[src/hdl/rmc_pkg.sv]
`default_nettype none
package rmc_pkg;

  localparam logic [3:0] TOKEN_SAT = 4'd9;
  localparam logic [3:0] POS_SAT   = 4'd15;
  localparam logic [3:0] HDR_LEN   = 4'd6;
  localparam logic [3:0] TOK_HDR   = 4'd0;
  localparam logic [3:0] TOK_TIME  = 4'd1;
  localparam logic [3:0] TOK_FIX   = 4'd2;
  localparam logic [7:0] CH_COMMA  = 8'h2C;
  localparam logic [7:0] CH_FIX_OK = 8'h41;

  localparam logic KIND_CHAR   = 1'b0;
  localparam logic KIND_STATUS = 1'b1;

  typedef enum logic [1:0] {
    ST_OK      = 2'd0,
    ST_HEADER  = 2'd1,
    ST_FIX     = 2'd2,
    ST_MISSING = 2'd3
  } status_t;

  typedef struct packed {
    logic       kind;
    logic [2:0] field_id;
    logic [3:0] position;
    logic [7:0] field_char;
    status_t    status;
    logic       last;
  } result_t;

  // "$GPRMC"
  function automatic logic [7:0] hdr_char(input logic [2:0] idx);
    logic [7:0] c;
    case (idx)
      3'd0:    c = 8'h24;
      3'd1:    c = 8'h47;
      3'd2:    c = 8'h50;
      3'd3:    c = 8'h52;
      3'd4:    c = 8'h4D;
      3'd5:    c = 8'h43;
      default: c = 8'h00;
    endcase
    return c;
  endfunction

  // kept characters per token, 0 when the token is not captured
  function automatic logic [3:0] tok_limit(input logic [3:0] tok);
    logic [3:0] l;
    case (tok)
      4'd1:    l = 4'd11;
      4'd3:    l = 4'd10;
      4'd4:    l = 4'd1;
      4'd5:    l = 4'd11;
      4'd6:    l = 4'd1;
      4'd7:    l = 4'd6;
      4'd8:    l = 4'd7;
      default: l = 4'd0;
    endcase
    return l;
  endfunction

  function automatic logic [2:0] tok_field(input logic [3:0] tok);
    logic [2:0] f;
    case (tok)
      4'd3:    f = 3'd1;
      4'd4:    f = 3'd2;
      4'd5:    f = 3'd3;
      4'd6:    f = 3'd4;
      4'd7:    f = 3'd5;
      4'd8:    f = 3'd6;
      default: f = 3'd0;
    endcase
    return f;
  endfunction

endpackage
`default_nettype wire

[src/hdl/rmc_parser.sv]
`default_nettype none
module rmc_parser (
  input  wire logic             clk,
  input  wire logic             rst_n,
  input  wire logic             fire,
  input  wire logic [7:0]       ch,
  input  wire logic             eos,
  output logic [1:0]            res_cnt,
  output rmc_pkg::result_t      res0,
  output rmc_pkg::result_t      res1
);

  logic [3:0]       tok_r, tok_nxt;
  logic [3:0]       pos_r, pos_nxt;
  logic             open_r, open_nxt;
  logic             mism_r, mism_nxt;
  rmc_pkg::status_t fail_r, fail_nxt;

  logic             is_comma;
  logic [3:0]       pos0;
  logic             mism0;
  logic             emit_char;
  logic [3:0]       tok1, pos1, tok2;
  logic             open1, mism1;
  rmc_pkg::status_t fail2;
  rmc_pkg::status_t st;
  logic [2:0]       st_fid;
  rmc_pkg::result_t char_res, stat_res;

  always_comb begin
    is_comma  = (ch == rmc_pkg::CH_COMMA);
    pos0      = open_r ? pos_r : 4'd0;
    mism0     = open_r & mism_r;
    emit_char = 1'b0;
    tok1      = tok_r;
    pos1      = pos_r;
    open1     = open_r;
    mism1     = mism_r;

    // character handling, commas leave the state for the close step
    if (!is_comma) begin
      open1 = 1'b1;
      mism1 = mism0;
      if (tok_r == rmc_pkg::TOK_HDR) begin
        if (pos0 >= rmc_pkg::HDR_LEN || ch != rmc_pkg::hdr_char(pos0[2:0])) begin
          mism1 = 1'b1;
        end
      end else if (tok_r == rmc_pkg::TOK_FIX) begin
        if (pos0 != 4'd0 || ch != rmc_pkg::CH_FIX_OK) begin
          mism1 = 1'b1;
        end
      end else if (fail_r == rmc_pkg::ST_OK && tok_r < rmc_pkg::TOKEN_SAT &&
                   pos0 < rmc_pkg::tok_limit(tok_r)) begin
        emit_char = 1'b1;
      end
      pos1 = (pos0 < rmc_pkg::POS_SAT) ? pos0 + 4'd1 : pos0;
    end

    // token close on a comma or at the end of the sentence
    tok2  = tok1;
    fail2 = fail_r;
    if ((is_comma || eos) && open1) begin
      if (fail_r == rmc_pkg::ST_OK) begin
        if (tok1 == rmc_pkg::TOK_HDR && (mism1 || pos1 != rmc_pkg::HDR_LEN)) begin
          fail2 = rmc_pkg::ST_HEADER;
        end else if (tok1 == rmc_pkg::TOK_FIX && (mism1 || pos1 != 4'd1)) begin
          fail2 = rmc_pkg::ST_FIX;
        end
      end
      if (tok1 < rmc_pkg::TOKEN_SAT) begin
        tok2 = tok1 + 4'd1;
      end
    end

    st     = rmc_pkg::ST_OK;
    st_fid = 3'd0;
    if (fail2 != rmc_pkg::ST_OK) begin
      st = fail2;
    end else if (tok2 == rmc_pkg::TOK_HDR) begin
      st = rmc_pkg::ST_HEADER;
    end else if (tok2 == rmc_pkg::TOK_TIME) begin
      st = rmc_pkg::ST_MISSING;
    end else if (tok2 == rmc_pkg::TOK_FIX) begin
      st = rmc_pkg::ST_FIX;
    end else if (tok2 < rmc_pkg::TOKEN_SAT) begin
      st     = rmc_pkg::ST_MISSING;
      st_fid = 3'(tok2 - 4'd2);
    end

    char_res.kind       = rmc_pkg::KIND_CHAR;
    char_res.field_id   = rmc_pkg::tok_field(tok_r);
    char_res.position   = pos0;
    char_res.field_char = ch;
    char_res.status     = rmc_pkg::ST_OK;
    char_res.last       = !eos;

    stat_res.kind       = rmc_pkg::KIND_STATUS;
    stat_res.field_id   = st_fid;
    stat_res.position   = 4'd0;
    stat_res.field_char = 8'h00;
    stat_res.status     = st;
    stat_res.last       = 1'b1;

    res0    = emit_char ? char_res : stat_res;
    res1    = stat_res;
    res_cnt = {1'b0, emit_char} + {1'b0, eos};
    if (!fire) begin
      res_cnt = 2'd0;
    end

    if (eos) begin
      tok_nxt  = 4'd0;
      pos_nxt  = 4'd0;
      open_nxt = 1'b0;
      mism_nxt = 1'b0;
      fail_nxt = rmc_pkg::ST_OK;
    end else begin
      tok_nxt  = tok2;
      pos_nxt  = pos1;
      open_nxt = open1 & !is_comma;
      mism_nxt = mism1;
      fail_nxt = fail2;
    end
  end

  always_ff @(posedge clk) begin
    if (!rst_n) begin
      tok_r  <= 4'd0;
      pos_r  <= 4'd0;
      open_r <= 1'b0;
      mism_r <= 1'b0;
      fail_r <= rmc_pkg::ST_OK;
    end else if (fire) begin
      tok_r  <= tok_nxt;
      pos_r  <= pos_nxt;
      open_r <= open_nxt;
      mism_r <= mism_nxt;
      fail_r <= fail_nxt;
    end
  end

endmodule
`default_nettype wire

[src/hdl/rmc_res_fifo.sv]
`default_nettype none
module rmc_res_fifo (
  input  wire logic             clk,
  input  wire logic             rst_n,
  input  wire logic [1:0]       push_cnt,
  input  wire rmc_pkg::result_t push0,
  input  wire rmc_pkg::result_t push1,
  output logic                  has_room,
  output logic                  pop_valid,
  input  wire logic             pop_ready,
  output rmc_pkg::result_t      pop_data
);

  rmc_pkg::result_t mem_r [4];
  logic [1:0]       wr_r, wr_nxt;
  logic [1:0]       rd_r, rd_nxt;
  logic [2:0]       cnt_r, cnt_nxt;
  logic             pop;

  // room for a two-beat burst whatever the read side does
  assign has_room  = (cnt_r <= 3'd2);
  assign pop_valid = (cnt_r != 3'd0);
  assign pop_data  = mem_r[rd_r];
  assign pop       = pop_valid & pop_ready;

  always_comb begin
    wr_nxt  = wr_r + push_cnt;
    rd_nxt  = rd_r + {1'b0, pop};
    cnt_nxt = cnt_r + {1'b0, push_cnt} - {2'b00, pop};
  end

  always_ff @(posedge clk) begin
    if (push_cnt != 2'd0) begin
      mem_r[wr_r] <= push0;
    end
    if (push_cnt == 2'd2) begin
      mem_r[wr_r + 2'd1] <= push1;
    end
  end

  always_ff @(posedge clk) begin
    if (!rst_n) begin
      wr_r  <= 2'd0;
      rd_r  <= 2'd0;
      cnt_r <= 3'd0;
    end else begin
      wr_r  <= wr_nxt;
      rd_r  <= rd_nxt;
      cnt_r <= cnt_nxt;
    end
  end

endmodule
`default_nettype wire

[src/hdl/nmea_rmc_field_extractor.sv]
// RMC sentence field extractor.
// Slave side takes one sentence byte per beat in in_tdata, with in_tlast on
// the final byte. Master side gives one result per beat: out_tuser is the
// kind (0 field character, 1 sentence status), out_tlast marks the final
// result caused by an input byte, out_tdata carries field id, position,
// character and status.
// A byte is parsed in the cycle it is accepted; its results sit in a
// four-entry result queue and, if the queue was empty, the first shows on
// the master side the next cycle. A byte yields at most two results (a
// character and, on the last byte, the status).
// Throughput is one byte per cycle while the receiver keeps up; in_tready
// drops only when the queue holds three or more results.
// When the receiver stalls, out_tdata holds and the queue fills; the slave
// side keeps taking bytes until fewer than two queue entries are free.
// Reset (rst_n low, synchronous) empties the queue and returns the parser
// to the start of a sentence.
`default_nettype none
module nmea_rmc_field_extractor (
  input  wire logic        clk,
  input  wire logic        rst_n,
  input  wire logic        in_tvalid,
  output logic             in_tready,
  input  wire logic [7:0]  in_tdata,   // [7:0] ch
  input  wire logic        in_tlast,
  output logic             out_tvalid,
  input  wire logic        out_tready,
  output logic [23:0]      out_tdata,  // [2:0] field_id, [6:3] position,
                                       // [14:7] field_char, [16:15] status
  output logic             out_tuser,  // [0] kind
  output logic             out_tlast
);

  logic             fire;
  logic [1:0]       res_cnt;
  rmc_pkg::result_t res0, res1, head;

  assign fire = in_tvalid & in_tready;

  rmc_parser u_parser (
    .clk     (clk),
    .rst_n   (rst_n),
    .fire    (fire),
    .ch      (in_tdata),
    .eos     (in_tlast),
    .res_cnt (res_cnt),
    .res0    (res0),
    .res1    (res1)
  );

  rmc_res_fifo u_fifo (
    .clk       (clk),
    .rst_n     (rst_n),
    .push_cnt  (res_cnt),
    .push0     (res0),
    .push1     (res1),
    .has_room  (in_tready),
    .pop_valid (out_tvalid),
    .pop_ready (out_tready),
    .pop_data  (head)
  );

  assign out_tdata = {7'd0, head.status, head.field_char, head.position, head.field_id};
  assign out_tuser = head.kind;
  assign out_tlast = head.last;

endmodule
`default_nettype wire
[config.mk]
export PLATFORM = sky130hd
export DESIGN_NAME = nmea_rmc_field_extractor
export DESIGN_NICKNAME = d
export VERILOG_FILES = /design/src/hdl/rmc_pkg.sv /design/src/hdl/rmc_parser.sv /design/src/hdl/rmc_res_fifo.sv /design/src/hdl/nmea_rmc_field_extractor.sv
export SDC_FILE = /design/constraint.sdc
export NUM_CORES = 1
export LEC_CHECK = 0
export BUFFER_PORTS_ARGS = -buffer_cell sky130_fd_sc_hd__buf_4
export CORE_MARGIN = 2
export CORE_UTILIZATION = 55
export CTS_CLUSTER_DIAMETER = 120
export DETAILED_ROUTE_END_ITERATION = 6
export GPL_TIMING_DRIVEN = 0
export HOLD_SLACK_MARGIN = 0.15
export PLACE_DENSITY = 0.77
export SYNTH_ARGS = -nofsm -noshare
export SYNTH_HDL_FRONTEND = slang
export SYNTH_SLANG_ARGS = --single-unit
[constraint.sdc]
create_clock -name clk -period 3.98 [get_ports clk]
set_input_delay 0.199 -clock clk [delete_from_list [all_inputs] [get_ports clk]]
set_output_delay 0.199 -clock clk [all_outputs]
set_load 0.005 [all_outputs]
==> impl_metrics.py, run 1 <==
metrics = {
    "status": {
        "status": "finished, final reports clean",
    },
    "worst_setup_path": {
        "reg2reg_to": "u_fifo.cnt_r[2]$_SDFF_PN0_",
        "startpoint": "u_parser.tok1[1]$_SDFFE_PN0P_",
        "setup.reg_to_reg.worst_slack_ps": 140,
        "slowest_stage": "fa_2",
        "worst-path-buf-inv": 8,
        "critPathKind": "reg2reg",
        "ff2ff_path_depth": 22,
        "crit_cells": 22,
        "cp.arrival_ps": 4110,
        "crit_required_ps": 4260,
        "cp_cell_sequence": "buf_8 -> clkinvlp_4 -> ha_2 -> buf_6 -> buf_4 -> nor2_1 -> nor2_1 -> o211ai_1 -> a21oi_1 -> o21ai_2 -> buf_4 -> clkinvlp_4 -> ha_4 -> and3_4 -> inv_1 -> ha_1 -> inv_1 -> ha_2 -> fa_2 -> xnor2_2 -> xnor2_1 -> and2_1",
        "slowest_delay_ps": 400,
        "regToRegStartpoint": "u_parser.tok1[1]$_SDFFE_PN0P_",
        "end_kind": "flop",
        "cp-start-kind": "flop",
        "cp-endpoint": "u_fifo.cnt_r[2]$_SDFF_PN0_",
        "path_max_fanout": 7,
        "crit_family": "adder cells",
    },
    "timing": {
        "report.final.hold_viol_count": 0,
        "min_period_ps": 3840,
        "fin_crit_sh_pct": 96.4,
        "skew_ps": 15.3,
        "relSlewSlack_pct": 36.0,
        "fin_ws_ps": 145,
        "tightest_slew_ps": 959,
        "setup_viol": 0,
        "drv_slew": 0,
        "fmax_ghz": 0.261,
    },
    "global_routing": {
        "track_usage_pct": 26.7,
        "grt_overflow": 0,
        "grt_pass1_wl_mm": 21.5,
        "antenna_found_initial": 0,
        "grt_pass1_vias": 4152,
        "grt_max_degree": 21,
    },
    "logic_synthesis": {
        "yosys_most_used_dff": "dfxtp_1",
        "synth_edf_count": 20,
        "avgSynthCellArea_um2": 10.0,
        "synthXorXnorAreaFrac_pct": 0.979,
        "synth-seq-cells": 95,
        "yosysWarnings": 0,
        "synth_area_leaders": "dfxtp_1 28%, edfxtp_1 11%, mux4_2 8.0%",
        "synth_top_area_share_pct": 28.0,
        "synth_area_mm2": 0.00537,
        "synthAdderAreaFrac_pct": 3.40,
        "muxShareOfSynthArea_pct": 8.71,
        "yosysMostFrequentCell": "dfxtp_1",
        "synth_compound_area_share_pct": 23.8,
        "yosysSeqAreaShare_pct": 39.1,
        "ys_types": 84,
        "synthTopCellsByCount": "75 x dfxtp_1, 44 x nand2_1, 40 x a22o_1",
        "synthSimpleGateAreaFrac_pct": 17.9,
        "async_reset_ff_share_pct": 0,
        "yosys.area.top_type": "dfxtp_1",
        "syn_inst": 537,
        "synth_top_family_by_area": "compound AO/OA/AOI/OAI gates",
    },
    "power_and_ir_drop": {
        "powerDensity_mw_per_mm2": 385,
        "p_total_mw": 2.42,
        "intPower_mw": 1.63,
        "power.clock.fraction_pct": 27.1,
        "switching_power_uw": 792,
        "ir_drop_mv": 0.210,
        "swShare_pct": 32.7,
        "combPwrFrac_pct": 27.6,
        "p_leak_nw": 2.41,
        "pwr-share-seq_pct": 45.4,
    },
    "die": {
        "core.rowCount": 36,
        "ios": 41,
        "dieHeight_um": 103,
        "die_w_um": 103,
        "initial_core_util_pct": 55.7,
        "die_area_mm2": 0.0106,
        "core_mm2": 0.00964,
    },
    "cells_and_area": {
        "area_delta_synth_final_pct": 17.2,
        "fin_nets": 630,
        "fin_cells": 741,
        "utilization_pct": 65.3,
        "n_antenna_cell": 0,
        "num-fill-cells": 801,
        "drive_above_1_share_pct": 26.3,
    },
    "detailed_routing": {
        "via_per_inst": 6.17,
        "post_drt_wl_per_cell_um": 18.5,
        "drtAntennaViolNets": 0,
        "wl_mm": 13.7,
        "remaining_drc_errors": 0,
        "firstDrtPassIters": 5,
        "dr.first_iter.drc_count": 244,
        "vias": 4575,
    },
    "place": {
        "dp_cells": 704,
        "gp_congestion": 0.936,
        "portBuffers": 28,
        "hpwl_mm": 9.86,
        "pre_cts_ws_ps": -646,
    },
    "clock_network": {
        "cts_root_buffer": "clkbuf_8",
        "cts_tree": "yes",
        "clock_sinks": 95,
        "clk_latency_ps": 380,
        "cts_made_buffers": 9,
        "htreeDepth": 3,
        "cts.clk_slew.worst_paths_ps": 110,
        "ctsLongestPathBuffers": 2,
    },
    "job": {
        "cap_violations": 0,
    },
    "worst_hold_path": {
        "hold_path.class": "in2reg",
    },
}
-- per-stage QoR --
| step | instance area [µm²] | setup TNS (ps) | hold slack (ps) |
|---|---|---|---|
| 2_1_floorplan | 5400 | 0 | 327 |
| 3_3_place_gp | 5780 | -18560 | 429 |
| 3_5_place_dp | 5780 | -23230 | 446 |
| 4_1_cts | 6140 | 0 | 176 |
| 5_1_grt | 6300 | -62.4 | 191 |
| 6_report | 6300 | 0 | 173 |
-- final cells by class --
type / count / area, µm² / share of cell area (%)
sequential: 95 / 2110 / 33.5
tap: 133 / 166 / 2.64
inverter: 19 / 81.3 / 1.29
timing repair buffer: 50 / 388 / 6.16
buffer: 48 / 285 / 4.53
clock buffer: 9 / 124 / 1.97
clock inverter: 7 / 86.3 / 1.37
multi-input combinational: 380 / 3060 / 48.6
-- cells by family (layout without fill, tap and decap cells) --
family	Yosys count	in the layout
AND/OR/NAND/NOR	177	177
adder cells (fa/ha/maj)	14	14
buffers and inverters	68	133
multiplexers	22	22
AO/OA/AOI/OAI	154	154
flip-flops	95	95
other	1	7
XOR/XNOR	6	6
-- power by group through the flow --
| stage | Sequential (mW) | Clock (mW) | Combinational (mW) |
|---|---|---|---|
| 6_report | 1.10 | 0.656 | 0.668 |
| 5_1_grt | 1.11 | 0.695 | 0.738 |
| 4_1_cts | 1.10 | 0.656 | 0.636 |
| 3_5_place_dp | 1.12 | 0 | 0.623 |
| 3_3_place_gp | 1.11 | 0 | 0.602 |
| 2_1_floorplan | 1.10 | 0 | 0.440 |
-- cells in the final DEF (no fill, tap or decap), drive strengths merged, types with 8 or more instances in the layout --
cell,instances
nand3,15
nor3,12
inv,20
a21oi,18
nor2b,12
o21ai,23
mux4,19
nor2,33
nand2,46
and2,17
clkbuf,33
ha,13
buf,69
nand4,8
edfxtp,20
a22o,40
dfxtp,75
-- worst min path at each step --
stage | from | endpoint | slack (ps) | cells after the start
4_1_cts | in_tdata[0] | u_fifo.mem_r[1][3]$_SDFFE_PP0P_ | 180 | 2
3_3_place_gp | u_fifo.mem_r[2][18]$_SDFFE_PP1P_ | u_fifo.mem_r[2][18]$_SDFFE_PP1P_ | 430 | 2
5_1_grt | in_tdata[6] | u_fifo.mem_r[3][9]$_SDFFE_PP0P_ | 190 | 2
3_5_place_dp | u_fifo.mem_r[3][18]$_SDFFE_PP1P_ | u_fifo.mem_r[3][18]$_SDFFE_PP1P_ | 450 | 2
2_1_floorplan | rst_n | u_parser.pos_r[3]$_SDFFE_PN0P_ | 330 | 1
6_report | in_tdata[0] | u_fifo.mem_r[1][3]$_SDFFE_PP0P_ | 170 | 2
-- routing by layer --
layer	GRT usage (%)	vias up	share of wire [%]
met5	0	-	0
met3	4.27	30	7.2
met2	43.3	180	47
met1	36.4	2230	43
li1	-	2135	-
met4	9.31	0	1.9
-- repair_timing --
action                                 CTS  global route
setup endpoints to repair               77            66
buffers inserted                         6            11
resized for setup                       17            28
pin swaps                                3             5
endpoints found under the hold margin   22             0
hold buffers                             5             0
-- sequential cells by signal (all words and copies together) (netlist names) --
| register | count |
|---|---|
| u_fifo.mem_r | 76 |
| u_parser.pos_r | 4 |
| u_parser.tok1 | 4 |
| u_fifo.cnt_r | 3 |
| u_fifo.rd_r | 2 |
| u_fifo.wr_r | 2 |
| u_parser.fail_r | 2 |
| u_parser.mism_r | 1 |
| u_parser.open_r | 1 |
(Power assumes the default switching activity.)
==> run 2, diff against run 1 <==
--- a/config.mk
+++ b/config.mk
@@ -6,13 +6,13 @@
 export NUM_CORES = 1
 export LEC_CHECK = 0
 export BUFFER_PORTS_ARGS = -buffer_cell sky130_fd_sc_hd__buf_4
-export CORE_MARGIN = 2
 export CORE_UTILIZATION = 55
 export CTS_CLUSTER_DIAMETER = 120
 export DETAILED_ROUTE_END_ITERATION = 6
 export GPL_TIMING_DRIVEN = 0
 export HOLD_SLACK_MARGIN = 0.15
 export PLACE_DENSITY = 0.77
+export SLEW_MARGIN = 5
 export SYNTH_ARGS = -nofsm -noshare
 export SYNTH_HDL_FRONTEND = slang
 export SYNTH_SLANG_ARGS = --single-unit
==> run 2 against run 1 <==
  * Maximum frequency down 1.7%
  * Core utilization rose by 1.2 points
  * Combinational power shrank 0.9%
  * Global-route usage increased by 2.0 points
  * Final area is 1.4% lower
  * Sequential power about the same
  * Count of clock-buffer cells in the layout grew 1
  * Via count down 1.4%
  * Cell count shrank 1.9%
  * Non-clock buffer count shrank 9
  * Largest cell class unchanged
  * Highest routed layer unchanged
==> impl_metrics.py, run 2 (same netlist as run 1, synthesis figures left out) <==
metrics = {
    "global_routing": {
        "grt_max_degree": 17,
        "track_usage_pct": 28.7,
        "grt_overflow": 0,
        "antenna_found_initial": 0,
        "grt_pass1_vias": 4384,
        "grt_pass1_wl_mm": 22.3,
    },
    "status": {
        "status": "finished, final reports clean",
    },
    "power_and_ir_drop": {
        "p_leak_nw": 2.36,
        "intPower_mw": 1.64,
        "combPwrFrac_pct": 27.7,
        "switching_power_uw": 749,
        "pwr-share-seq_pct": 45.7,
        "power.clock.fraction_pct": 26.6,
        "powerDensity_mw_per_mm2": 385,
        "swShare_pct": 31.3,
        "p_total_mw": 2.39,
        "ir_drop_mv": 0.191,
    },
    "place": {
        "gp_congestion": 0.924,
        "pre_cts_ws_ps": -618,
        "hpwl_mm": 9.92,
        "portBuffers": 28,
    },
    "clock_network": {
        "cts.clk_slew.worst_paths_ps": 100,
        "cts_tree": "yes",
        "clk_latency_ps": 370,
        "clock_sinks": 95,
        "cts_made_buffers": 9,
        "ctsLongestPathBuffers": 2,
        "htreeDepth": 3,
        "cts_root_buffer": "clkbuf_8",
    },
    "detailed_routing": {
        "wl_mm": 13.9,
        "remaining_drc_errors": 0,
        "post_drt_wl_per_cell_um": 19.1,
        "drtAntennaViolNets": 0,
        "vias": 4511,
        "firstDrtPassIters": 5,
        "dr.first_iter.drc_count": 283,
        "via_per_inst": 6.20,
    },
    "timing": {
        "drv_slew": 0,
        "tightest_slew_ps": 971,
        "fmax_ghz": 0.256,
        "relSlewSlack_pct": 35.2,
        "fin_crit_sh_pct": 98.0,
        "setup_viol": 0,
        "rsz0062_at_grt": "yes",
        "skew_ps": 7.62,
        "report.final.hold_viol_count": 0,
        "fin_ws_ps": 80.1,
        "min_period_ps": 3900,
    },
    "cells_and_area": {
        "final_cell_mix": "73 x dfxtp_1, 44 x buf_4, 43 x nand2_1, 40 x a22o_1, 27 x nor2_1",
        "top_register": "u_fifo.mem_r",
        "largest_reg_flops": 76,
        "drive_above_1_share_pct": 25.1,
        "final_common_cell": "dfxtp_1",
        "fin_nets": 621,
        "n_antenna_cell": 0,
        "area_delta_synth_final_pct": 15.6,
        "utilization_pct": 66.5,
        "num-fill-cells": 788,
    },
    "worst_setup_path": {
        "end_kind": "flop",
        "cp.arrival_ps": 4170,
        "cp-start-kind": "flop",
        "crit_required_ps": 4250,
        "critPathKind": "reg2reg",
        "path_max_fanout": 9,
    },
    "die": {
        "die_area_mm2": 0.0102,
        "dieHeight_um": 101,
        "core_mm2": 0.00933,
        "core.rowCount": 35,
        "ios": 41,
        "die_w_um": 101,
        "initial_core_util_pct": 57.6,
    },
    "worst_hold_path": {
        "hold_path.class": "in2reg",
    },
    "job": {
        "cap_violations": 0,
    },
}
==> run 2: changes by cell type in the layout (fill, tap and decap cells not counted), moves of 2 or more <==
cell      delta
clkinv_8     -3
nor2_2       +5
clkbuf_2     -2
nor2b_1      +2
nor2_1       -5
ha_2         -4
buf_4       -10
nor2b_2      -2
ha_1         +3
clkinv_2     +2
==> run 2: what timing repair did <==
| item | CTS | global route |
|---|---|---|
| pin swaps | 3 | 3 |
| hold buffers | 5 | 0 |
| setup buffers | 4 | 4 |
| setup endpoints to repair | 88 | 56 |
| hold endpoints to repair | 21 | 0 |
| resized for setup | 18 | 26 |
==> run 2: routing by layer <==
metal  vias to the layer above  track usage (%)  wire length, µm
met5                         -                0                0
met4                         0             10.3              312
li1                       2105                -                -
met1                      2187             38.7             6030
met3                        29             4.37              951
met2                       190             46.9             6620
==> run 2: layout make-up <==
cell class | instances | area [µm²] | share of cell area [%]
Sequential cell | 95 | 2110 | 33.9
Multi-Input combinational cell | 380 | 3070 | 49.4
Buffer | 48 | 283 | 4.56
Clock inverter | 5 | 38.8 | 0.625
Inverter | 19 | 82.6 | 1.33
Tap cell | 129 | 161 | 2.60
Clock buffer | 10 | 149 | 2.40
Timing Repair Buffer | 41 | 320 | 5.16
==> run 2: worst max-delay path: stages, from the launching register on <==
cell	delay, ps
dfxtp_2	370
clkbuf_8	180
clkinvlp_4	170
ha_4	240
a22o_1	250
nor2b_1	120
ha_1	150
a21oi_1	50
o21ai_2	220
buf_6	140
clkinvlp_4	110
ha_4	310
and3_1	180
inv_1	50
ha_1	260
inv_1	40
ha_1	200
fa_2	360
xnor2_2	140
xnor2_1	120
and2_1	150
==> run 2: final timing paths <==
path                                     from  slack, ps  cells after the start                                to
max             u_parser.tok1[1]$_SDFFE_PN0P_         80                     20        u_fifo.cnt_r[2]$_SDFF_PN0_
min                               in_tdata[0]        200                      2   u_fifo.mem_r[3][3]$_SDFFE_PP0P_
max reg2reg     u_parser.tok1[1]$_SDFFE_PN0P_         80                     20        u_fifo.cnt_r[2]$_SDFF_PN0_
min reg2reg  u_fifo.mem_r[2][18]$_SDFFE_PP1P_        450                      2  u_fifo.mem_r[2][18]$_SDFFE_PP1P_
==> run 2: power groups by stage <==
stage / sequential (mW) / clock [mW] / combinational [mW]
after global routing: 1.10 / 0.674 / 0.726
after floorplan: 1.10 / 0 / 0.440
after detailed placement: 1.12 / 0 / 0.622
after CTS: 1.09 / 0.640 / 0.637
after global placement: 1.11 / 0 / 0.606
final: 1.09 / 0.636 / 0.662
==> run 2: per-stage QoR <==
stage / cell area (µm²) / setup TNS, ps / hold slack [ps] / std cells
6_report: 6210 / 0 / 198 / 727
4_1_cts: 6100 / 0 / 184 / 723
3_3_place_gp: 5770 / -18490 / 430 / 700
5_1_grt: 6210 / -107 / 219 / 727
2_1_floorplan: 5400 / 0 / 327 / 543
3_5_place_dp: 5770 / -23940 / 439 / 700
==> run 3, diff against run 2 <==
--- a/config.mk
+++ b/config.mk
@@ -5,13 +5,15 @@
 export SDC_FILE = /design/constraint.sdc
 export NUM_CORES = 1
 export LEC_CHECK = 0
-export BUFFER_PORTS_ARGS = -buffer_cell sky130_fd_sc_hd__buf_4
+export BUFFER_PORTS_ARGS = -buffer_cell sky130_fd_sc_hd__buf_2
 export CORE_UTILIZATION = 55
+export CTS_BUF_LIST = sky130_fd_sc_hd__clkbuf_2 sky130_fd_sc_hd__clkbuf_4 sky130_fd_sc_hd__clkbuf_8
 export CTS_CLUSTER_DIAMETER = 120
 export DETAILED_ROUTE_END_ITERATION = 6
 export GPL_TIMING_DRIVEN = 0
 export HOLD_SLACK_MARGIN = 0.15
 export PLACE_DENSITY = 0.77
+export SKIP_LAST_GASP = 1
 export SLEW_MARGIN = 5
 export SYNTH_ARGS = -nofsm -noshare
 export SYNTH_HDL_FRONTEND = slang
==> run 3 against run 2 <==
  * Worst setup slack better by 66 ps
  * Maximum frequency is 1.7% higher
  * First-iteration DRC count is 12% higher
  * Sequential power hardly changed
  * Largest cell class unchanged
  * Largest power group unchanged
==> impl_metrics.py, run 3 (same netlist as run 1, synthesis figures left out) <==
metrics = {
    "place": {
        "dp_cells": 700,
        "post_dp_cell_area_mm2": 0.00570,
        "hpwl_mm": 9.73,
        "gp_congestion": 0.920,
        "portBuffers": 28,
    },
    "timing": {
        "fin_setup_tns_ps": 0,
        "fin_crit_sh_pct": 96.3,
        "whs_ps": 169,
        "setup_viol": 0,
        "report.final.hold_viol_count": 0,
        "drv_slew": 0,
        "skew_ps": 17.0,
        "relSlewSlack_pct": 35.6,
        "min_period_ps": 3830,
        "tightest_slew_ps": 966,
        "fmax_ghz": 0.261,
    },
    "cells_and_area": {
        "final_cell_mix": "73 x dfxtp_1, 43 x nand2_1, 40 x a22o_1, 38 x buf_2, 31 x nor2_1",
        "area_delta_synth_final_pct": 14.6,
        "drive_above_1_share_pct": 26.0,
        "final_common_cell": "dfxtp_1",
        "fin_nets": 623,
        "fin_cells": 730,
        "n_antenna_cell": 0,
        "final_area_mm2": 0.00616,
        "largest_reg_flops": 76,
        "top_register": "u_fifo.mem_r",
    },
    "worst_setup_path": {
        "cp-start-kind": "flop",
        "end_kind": "flop",
        "crit_required_ps": 4260,
        "cp.arrival_ps": 4110,
        "path_max_fanout": 6,
        "critPathKind": "reg2reg",
    },
    "detailed_routing": {
        "firstDrtPassIters": 4,
        "wl_met2_mm": 6.49,
        "drt-met1-wl_mm": 6.15,
        "drtAntennaViolNets": 0,
        "remaining_drc_errors": 0,
        "vias": 4526,
        "dr.first_iter.drc_count": 316,
        "via_per_inst": 6.20,
        "wl_met3_um": 866,
        "wl_mm": 13.7,
        "post_drt_wl_per_cell_um": 18.8,
        "top_layer": "met4",
    },
    "global_routing": {
        "grt_pass1_wl_mm": 21.8,
        "grt_max_degree": 21,
        "track_usage_pct": 27.8,
        "grt_overflow": 0,
        "grt_pass1_vias": 4261,
        "antenna_found_initial": 0,
    },
    "die": {
        "core.rowCount": 35,
        "core_mm2": 0.00933,
        "ios": 41,
        "die_w_um": 101,
        "die_area_mm2": 0.0102,
        "dieHeight_um": 101,
        "initial_core_util_pct": 57.6,
    },
    "power_and_ir_drop": {
        "ir_drop_mv": 0.219,
        "p_total_mw": 2.38,
        "powerDensity_mw_per_mm2": 387,
        "p_leak_nw": 2.37,
    },
    "clock_network": {
        "cts.clk_slew.worst_paths_ps": 120,
        "cts_tree": "yes",
        "cts_root_buffer": "clkbuf_8",
        "clk_latency_ps": 380,
        "ctsLongestPathBuffers": 2,
        "cts_made_buffers": 9,
        "clock_sinks": 95,
        "htreeDepth": 3,
    },
    "job": {
        "cap_violations": 0,
    },
    "worst_hold_path": {
        "hold_path.class": "in2reg",
    },
    "status": {
        "status": "finished, final reports clean",
    },
}
## run 3: repair_timing
action / in CTS / in global routing
pin swaps: 3 / 7
endpoints found under the setup margin: 91 / 57
gates resized for setup: 15 / 26
endpoints found under the hold margin: 14 / 0
hold buffers: 3 / 0
buffers inserted: 3 / 10
## run 3: stage by stage
stage	util, %	setup WS (ps)
floorplan	-	23.6
global placement	61.1	-560
detailed placement	61.1	-624
CTS	64.4	5.80
global route	66.0	-44.0
finish	66.0	147
## run 3: per-layer routing
metal,GRT usage [%],vias up
met5,0,-
met4,8.92,0
met1,38.9,2212
met2,44.4,168
met3,4.09,24
li1,-,2122
## run 3: layout make-up
class	instances	area, µm²
Fill cell	768	3170
Multi-Input combinational cell	380	3060
Sequential cell	95	2100
Buffer	47	277
Timing Repair Buffer	44	268
Tap cell	129	161
Clock buffer	9	124
Clock inverter	7	81.3
Inverter	19	78.8
## run 3: critical path, stage by stage (launching register included)
cell	delay, ps
dfxtp_2	370
buf_8	120
clkinvlp_4	160
ha_4	220
a22o_1	230
nor2b_1	130
ha_2	160
a21oi_1	60
o21ai_2	220
buf_6	140
clkinvlp_4	110
ha_4	300
and3_1	170
inv_1	50
ha_1	260
inv_1	40
ha_2	180
fa_2	370
xnor2_2	140
xnor2_1	120
and2_1	150
## run 3: where the power goes
part	switching [mW]	leakage (nW)	internal [mW]	total [mW]
Combinational	0.336	1.47	0.295	0.631
Sequential	0.0419	0.793	1.05	1.10
Clock	0.403	0.104	0.252	0.656
Total	0.781	2.37	1.60	2.38
## run 3: path summary, 6_finish.rpt
kind | from | to | slack (ps) | cells after the start
worst max-delay path | u_parser.tok1[1]$_SDFFE_PN0P_ | u_fifo.cnt_r[2]$_SDFF_PN0_ | 150 | 20
worst min-delay path | in_tdata[5] | u_fifo.mem_r[3][8]$_SDFFE_PP0P_ | 170 | 2
worst max register to register | u_parser.tok1[1]$_SDFFE_PN0P_ | u_fifo.cnt_r[2]$_SDFF_PN0_ | 150 | 20
worst min register to register | u_fifo.mem_r[2][18]$_SDFFE_PP1P_ | u_fifo.mem_r[2][18]$_SDFFE_PP1P_ | 450 | 2
